===== config.mk =====
export PLATFORM = sky130hd
export DESIGN_NAME = hsv_to_rgb_converter_top
export DESIGN_NICKNAME = d
export VERILOG_FILES = /design/src/rtl/hsv2rgb_pkg.sv /design/src/rtl/hsv_to_rgb_converter_top.sv
export SDC_FILE = /design/constraint.sdc
export NUM_CORES = 2
export LEC_CHECK = 0
export BUFFER_PORTS_ARGS = -buffer_cell sky130_fd_sc_hd__buf_2
export CAP_MARGIN = 0
export CORE_MARGIN = 5
export CORE_UTILIZATION = 57
export CTS_BUF_LIST = sky130_fd_sc_hd__clkbuf_8
export DETAILED_ROUTE_END_ITERATION = 6
export GPL_TIMING_DRIVEN = 1
export PLACE_DENSITY = 0.73
export SYNTH_ARGS = -nofsm -noshare
export SYNTH_HDL_FRONTEND = slang
export SYNTH_SLANG_ARGS = --single-unit

===== constraint.sdc =====
create_clock -name clk_i -period 8 [get_ports clk_i]
set_clock_uncertainty 0.05 [all_clocks]
set_input_delay 0.4 -clock clk_i [delete_from_list [all_inputs] [get_ports clk_i]]
set_output_delay 0.4 -clock clk_i [all_outputs]
set_load 0.01 [all_outputs]

===== src/rtl/hsv2rgb_pkg.sv =====
// ----------------------------------------------------------------------------
// hsv2rgb_pkg
// Shared types, constants and helpers for the HSV to RGB converter.
// ----------------------------------------------------------------------------
package hsv2rgb_pkg;

  // Field widths
  localparam int unsigned HueW   = 16;
  localparam int unsigned LevelW = 8;
  localparam int unsigned FracW  = 16;
  localparam int unsigned ScaleW = HueW + 3;   // 6 * hue
  localparam int unsigned NumW   = 24;         // 255 * 2^16 fits in 24 bits
  localparam int unsigned ProdW  = NumW + LevelW;

  // Full scale of a level and of the product denominator (255 * 65536)
  localparam logic [LevelW-1:0] LevelMax = 8'd255;
  localparam logic [NumW-1:0]   NumOne   = 24'd16711680;
  localparam logic [FracW:0]    FracOne  = 17'h10000;

  // Hue sector: which of red/green/blue carries V, p, q and t
  typedef enum logic [2:0] {
    SEC_RED_RISE_G  = 3'd0,
    SEC_GRN_FALL_R  = 3'd1,
    SEC_GRN_RISE_B  = 3'd2,
    SEC_BLU_FALL_G  = 3'd3,
    SEC_BLU_RISE_R  = 3'd4,
    SEC_RED_FALL_B  = 3'd5
  } sector_e;

  typedef logic [LevelW-1:0] level_t;

  // floor(x / 255) for x <= 65025, no divider
  function automatic level_t div255(input logic [15:0] x);
    logic [16:0] x1;
    logic [16:0] s;
    x1 = {1'b0, x} + 17'd1;
    s  = x1 + (x1 >> 8);
    return s[15:8];
  endfunction

endpackage


===== src/rtl/hsv_to_rgb_converter_top.sv =====
// An accepted input word passes through four register stages; the accepting
// edge loads the first one, and the output word is valid once the word
// reaches the fourth.
// Throughput: one pixel per clock while the output is not stalled; the four
// stages advance independently, so a stalled output only holds the stages
// behind it once they fill up. Reset (rst_ni low, asynchronous) empties
// every stage; data registers are not cleared.
// ----------------------------------------------------------------------------
// hsv_to_rgb_converter_top
// Streaming HSV to RGB converter: sector split, p/q/t scaling, channel mux.
// ----------------------------------------------------------------------------
module hsv_to_rgb_converter_top
  import hsv2rgb_pkg::*;
(
  input  logic        clk_i,
  input  logic        rst_ni,
  input  logic        s_axis_tvalid,
  output logic        s_axis_tready,
  // [15:0] hue_turn, [23:16] sat_level, [31:24] value_level, [39:32] alpha_in
  input  logic [39:0] s_axis_tdata,
  output logic        m_axis_tvalid,
  input  logic        m_axis_tready,
  // [7:0] red_out, [15:8] green_out, [23:16] blue_out, [31:24] alpha_out
  output logic [31:0] m_axis_tdata
);

  // Per-stage valid bits and load enables
  logic s1_v_q, s2_v_q, s3_v_q, s4_v_q;
  logic s1_rdy, s2_rdy, s3_rdy, s4_rdy;

  assign s4_rdy = !s4_v_q || m_axis_tready;
  assign s3_rdy = !s3_v_q || s4_rdy;
  assign s2_rdy = !s2_v_q || s3_rdy;
  assign s1_rdy = !s1_v_q || s2_rdy;
  assign s_axis_tready = s1_rdy;

  // Input unpack
  logic [HueW-1:0] hue_in;
  level_t          sat_in, val_in, alpha_in;
  assign hue_in   = s_axis_tdata[15:0];
  assign sat_in   = s_axis_tdata[23:16];
  assign val_in   = s_axis_tdata[31:24];
  assign alpha_in = s_axis_tdata[39:32];

  // Stage 1: 6 * hue
  logic [ScaleW-1:0] s1_scaled_q, s1_scaled_d;
  level_t            s1_sat_q, s1_val_q, s1_alpha_q;

  assign s1_scaled_d = ({3'b000, hue_in} << 2) + ({3'b000, hue_in} << 1);

  // Stage 2: numerators 255*2^16 - S*2^16, 255*2^16 - S*frac and 255*2^16 - S*(2^16 - frac) for p, q and t
  logic [NumW-1:0]  s2_np_q, s2_nq_q, s2_nt_q;
  logic [NumW-1:0]  s2_np_d, s2_nq_d, s2_nt_d;
  logic [FracW-1:0] frac;
  logic [FracW:0]   frac_t;
  logic [NumW-1:0]  sf_t;
  sector_e          s2_sec_q;
  level_t           s2_val_q, s2_alpha_q;

  assign frac    = s1_scaled_q[FracW-1:0];
  assign frac_t  = FracOne - {1'b0, frac};
  assign sf_t    = NumW'(s1_sat_q) * NumW'(frac_t);
  assign s2_np_d = {LevelMax - s1_sat_q, 16'h0000};
  assign s2_nq_d = NumOne - NumW'(s1_sat_q) * NumW'(frac);
  assign s2_nt_d = NumOne - sf_t;

  // Stage 3: V * numerator, keep the part above 2^16
  logic [15:0] s3_mp_q, s3_mq_q, s3_mt_q;
  logic [ProdW-1:0] prod_p, prod_q, prod_t;
  sector_e     s3_sec_q;
  level_t      s3_val_q, s3_alpha_q;

  assign prod_p = ProdW'(s2_val_q) * ProdW'(s2_np_q);
  assign prod_q = ProdW'(s2_val_q) * ProdW'(s2_nq_q);
  assign prod_t = ProdW'(s2_val_q) * ProdW'(s2_nt_q);

  // Stage 4: divide by 255 and route to channels
  level_t lvl_p, lvl_q, lvl_t;
  level_t red_d, green_d, blue_d;
  level_t s4_red_q, s4_green_q, s4_blue_q, s4_alpha_q;

  assign lvl_p = div255(s3_mp_q);
  assign lvl_q = div255(s3_mq_q);
  assign lvl_t = div255(s3_mt_q);

  always_comb begin
    case (s3_sec_q)
      SEC_RED_RISE_G: begin
        red_d = s3_val_q; green_d = lvl_t;    blue_d = lvl_p;
      end
      SEC_GRN_FALL_R: begin
        red_d = lvl_q;    green_d = s3_val_q; blue_d = lvl_p;
      end
      SEC_GRN_RISE_B: begin
        red_d = lvl_p;    green_d = s3_val_q; blue_d = lvl_t;
      end
      SEC_BLU_FALL_G: begin
        red_d = lvl_p;    green_d = lvl_q;    blue_d = s3_val_q;
      end
      SEC_BLU_RISE_R: begin
        red_d = lvl_t;    green_d = lvl_p;    blue_d = s3_val_q;
      end
      SEC_RED_FALL_B: begin
        red_d = s3_val_q; green_d = lvl_p;    blue_d = lvl_q;
      end
      default: begin
        red_d = s3_val_q; green_d = lvl_p;    blue_d = lvl_q;
      end
    endcase
  end

  // Valid bits
  always_ff @(posedge clk_i or negedge rst_ni) begin
    if (!rst_ni) begin
      s1_v_q <= 1'b0;
      s2_v_q <= 1'b0;
      s3_v_q <= 1'b0;
      s4_v_q <= 1'b0;
    end else begin
      if (s1_rdy) s1_v_q <= s_axis_tvalid;
      if (s2_rdy) s2_v_q <= s1_v_q;
      if (s3_rdy) s3_v_q <= s2_v_q;
      if (s4_rdy) s4_v_q <= s3_v_q;
    end
  end

  // Data registers
  always_ff @(posedge clk_i) begin
    if (s1_rdy) begin
      s1_scaled_q <= s1_scaled_d;
      s1_sat_q    <= sat_in;
      s1_val_q    <= val_in;
      s1_alpha_q  <= alpha_in;
    end
    if (s2_rdy) begin
      s2_np_q    <= s2_np_d;
      s2_nq_q    <= s2_nq_d;
      s2_nt_q    <= s2_nt_d;
      s2_sec_q   <= sector_e'(s1_scaled_q[ScaleW-1:FracW]);
      s2_val_q   <= s1_val_q;
      s2_alpha_q <= s1_alpha_q;
    end
    if (s3_rdy) begin
      s3_mp_q    <= prod_p[ProdW-1:16];
      s3_mq_q    <= prod_q[ProdW-1:16];
      s3_mt_q    <= prod_t[ProdW-1:16];
      s3_sec_q   <= s2_sec_q;
      s3_val_q   <= s2_val_q;
      s3_alpha_q <= s2_alpha_q;
    end
    if (s4_rdy) begin
      s4_red_q   <= red_d;
      s4_green_q <= green_d;
      s4_blue_q  <= blue_d;
      s4_alpha_q <= s3_alpha_q;
    end
  end

  assign m_axis_tvalid = s4_v_q;
  assign m_axis_tdata  = {s4_alpha_q, s4_blue_q, s4_green_q, s4_red_q};

  // Checks
  a_accept_fills_s1: assert property (@(posedge clk_i) disable iff (!rst_ni)
    s_axis_tvalid && s_axis_tready |=> s1_v_q)
    else $error("accepted word did not reach stage 1");

  a_full_stall_blocks: assert property (@(posedge clk_i) disable iff (!rst_ni)
    s1_v_q && s2_v_q && s3_v_q && s4_v_q && !m_axis_tready |-> !s_axis_tready)
    else $error("input accepted while pipeline full and stalled");

  a_sector_range: assert property (@(posedge clk_i) disable iff (!rst_ni)
    s1_v_q |-> s1_scaled_q[ScaleW-1:FracW] <= 3'd5)
    else $error("hue sector out of range");

  a_p_smallest: assert property (@(posedge clk_i) disable iff (!rst_ni)
    s3_v_q |-> (s3_mp_q <= s3_mq_q) && (s3_mp_q <= s3_mt_q))
    else $error("p product exceeds q or t");

endmodule

==> flow_metrics.py <==
metrics = {
    "outcome": {
        "outcome": "finished clean",
    },
    "floorplanning": {
        "initial_core_util_pct": 57.8,
        "die_w_um": 241,
        "dieArea_um2": 58300,
        "io_pins": 78,
        "fp.dieH_um": 241,
        "core_um2": 52900,
        "row_count": 84,
    },
    "clocking": {
        "postCtsHoldBufs": 27,
        "cts_tree": "done",
        "path_clk_slew_ns": 0.07,
        "insertion_delay_ns": 0.62,
        "cts_max_level": 2,
        "clk_path_buf_depth": 3,
        "cts_resized": 0,
        "cts_setup_buffers": 0,
        "cts-root-buf": "clkbuf_8",
        "cts_sinks": 217,
        "cts_buffers": 40,
    },
    "yosys": {
        "synth_top_family_by_area": "adder cells",
        "yosys.area_share.simple_pct": 17.4,
        "synth_edf_count": 213,
        "postSynthCellCount": 3169,
        "ys_warn_count": 0,
        "synth_compound_area_share_pct": 6.23,
        "synth_area_leaders": "fa_1 29%, edfxtp_1 21%, ha_1 12%",
        "syn_area_um2": 30500,
        "ys_seq_elements": 217,
        "synth_cell_types": 76,
        "syn_nets": 3956,
        "syn_avg_cell_area_um2": 9.64,
        "synth_mux_area_share_pct": 0.582,
        "synth_xor_area_share_pct": 4.47,
        "ys.flop_type": "edfxtp_1",
        "netlist.area_leader.share_pct": 29.5,
        "synth_top_area_cell": "fa_1",
        "async_reset_ff_share_pct": 1.84,
        "ys_seq_area_share_pct": 21.3,
        "yosys.area_share.adder_pct": 41.5,
    },
    "worst_setup_path": {
        "crit_path_max_fanout": 10,
        "critPathLaunchType": "register",
        "critPathKind": "reg -> reg",
        "cp_cell_sequence": "nor2_1 > nand3_1 > nor4_1 > nand2_1 > xor2_1 > nand2_1 > ha_1 > inv_1 > fa_1 > inv_1 > fa_1 > inv_1 > fa_1 > inv_1 > ha_1 > a2111oi_0 > o31a_1 > o21ai_0 > and2_1 > a211oi_1 > a21oi_1 > nor2_1 > xnor2_1",
        "reg2reg_depth": 23,
        "critPathSlowestCell": "nor4_1",
        "cp.depth": 23,
        "worst_path_largest_cell_delay_ns": 0.56,
        "crit_top_cell": "inv_1",
        "path_buf_inv": 4,
        "critPathCaptureType": "register",
        "required_ns": 8.30,
        "critPathTopFamily": "adder cells",
        "crit_arrival_ns": 6.88,
    },
    "routing": {
        "drtPass1Iterations": 5,
        "drc_errors": 0,
        "dr_total_vias": 21800,
        "avgViaCountPerCell": 5.52,
        "wl_per_cell_um": 17.1,
        "drtIter0Drc": 1043,
        "wl_um": 67400,
        "antenna_left": 0,
    },
    "grt": {
        "grt_max_degree": 68,
        "grt_usage_pct": 23.9,
        "gr-total-overflow": 0,
        "antenna_found_initial": 0,
        "grt_pass1_wl_um": 114000,
        "grt_pass1_vias": 23500,
    },
    "timing": {
        "maxSlewViolCount": 0,
        "relSlewSlack_pct": 20.2,
        "max_clock_freq_mhz": 152,
        "tightest_slew_ns": 1.20,
        "grt_setup_unrepaired": "false",
        "hold_violations": 0,
        "post-route-period-util_pct": 82.2,
        "tns_ns": 0,
        "setup_viol": 0,
        "fin_crit_ns": 6.58,
    },
    "layout": {
        "num_antenna_cells": 0,
        "layout_common_cells": "600 x inv_1, 450 x fa_1, 404 x nand2_1, 347 x and2_1, 293 x ha_1",
        "instances_no_fill": 3950,
        "syn2layout_area_growth_pct": 7.09,
        "drive_gt1_share_pct": 5.76,
        "nets": 4023,
        "layout_commonest_cell": "inv_1",
    },
    "placement": {
        "dp_hpwl_um": 53700,
        "gp_congestion": 0.898,
        "port_buffers": 77,
        "placed_cells": 3855,
    },
    "job": {
        "maxCapViolCount": 0,
    },
    "worst_hold_path": {
        "hold_path.class": "in -> async",
    },
}
[final timing paths]
| kind | startpoint | endpoint | slack, ns |
|---|---|---|---|
| worst max-delay path | s1_scaled_q[4] | s2_nt_q[23] | 1.42 |
| max in group asynchronous | rst_ni | s2_v_q | 7.70 |
| worst min-delay path | rst_ni | s3_v_q | 0.07 |
| worst max register to register | s1_scaled_q[4] | s2_nt_q[23] | 1.42 |
| worst min register to register | s2_alpha_q[1] | s3_alpha_q[1] | 0.37 |
| min in group clk_i | m_axis_tready | s3_v_q | 0.11 |
[worst register-to-register path: cells and delay by family (launching register included)]
family / cells / cell delay (ns)
flops: 1 / 0.52
buf+inv: 4 / 0.19
fa+ha+maj: 5 / 2.13
simple gates: 7 / 1.67
compound gates: 5 / 1.22
xor+xnor: 2 / 0.59
[final cells by class]
type / instances / area, µm²
Tap cell: 688 / 861
Clock buffer: 40 / 551
Clock inverter: 28 / 283
Sequential cell: 217 / 6500
Multi-Input combinational cell: 2259 / 21500
Inverter: 591 / 2220
Fill cell: 4373 / 20200
Timing Repair Buffer: 127 / 841
[Yosys cell counts, types with 5 or more instances]
| cell type | number |
|---|---|
| inv_1 | 589 |
| fa_1 | 450 |
| nand2_1 | 405 |
| and2_1 | 347 |
| ha_1 | 293 |
| edfxtp_1 | 213 |
| nor2_1 | 116 |
| xnor2_1 | 109 |
| clkbuf_1 | 99 |
| a21oi_1 | 69 |
| o21ai_0 | 53 |
| xor2_1 | 45 |
| nor3_1 | 39 |
| nand3_1 | 37 |
| a21o_1 | 35 |
| o21a_1 | 22 |
| nand4_1 | 18 |
| a211oi_1 | 15 |
| nor2b_1 | 14 |
| nor4_1 | 14 |
| nand2b_1 | 13 |
| a31oi_1 | 11 |
| and3_1 | 11 |
| mux2i_1 | 11 |
| or3_1 | 11 |
| or2_2 | 9 |
| o211ai_1 | 8 |
| o21bai_1 | 7 |
| o31a_1 | 7 |
| mux2_2 | 6 |
| o21ai_1 | 6 |
| o31ai_1 | 6 |
| o211a_1 | 5 |
[registers in the layout, indices dropped and copies added (netlist names), 3 cells and up]
name	count
s1_alpha_q	8
s1_sat_q	8
s1_scaled_q	18
s1_val_q	8
s2_alpha_q	8
s2_np_q	8
s2_nq_q	23
s2_nt_q	22
s2_sec_q	3
s2_val_q	8
s3_alpha_q	8
s3_mp_q	16
s3_mq_q	16
s3_mt_q	16
s3_sec_q	3
s3_val_q	8
s4_alpha_q	8
s4_blue_q	8
s4_green_q	8
s4_red_q	8
[metrics by stage]
step | setup slack (ns) | hold WS [ns] | util (%) | cell area (µm²)
3_5_place_dp | 1.42 | 0.158 | 59.8 | 31600
4_1_cts | 1.43 | 0.00151 | 61.9 | 32700
6_report | 1.42 | 0.0682 | 61.9 | 32700
2_1_floorplan | 2.13 | 0.0544 | - | 30500
3_3_place_gp | 1.55 | 0.155 | 59.8 | 31600
5_1_grt | 0.897 | 0.0552 | 61.9 | 32700
[metal layers]
metal	part of all wire, %	vias to the layer above	global-route usage (%)
met4	3.1	0	7.76
met3	5.2	154	3.14
li1	-	10100	-
met1	42	10900	30.8
met5	0	-	0
met2	50	612	42.2
[logic make-up after synthesis]
logic type | Yosys count
adder cells (fa/ha/maj) | 743
AO/OA/AOI/OAI | 286
AND/OR/NAND/NOR | 1058
flip-flops | 217
buffers and inverters | 693
XOR/XNOR | 155
multiplexers | 17
Power is left out: the tool's default activity adds up to more than one toggle a clock period on the data nets, which glitch-free logic cannot reach.
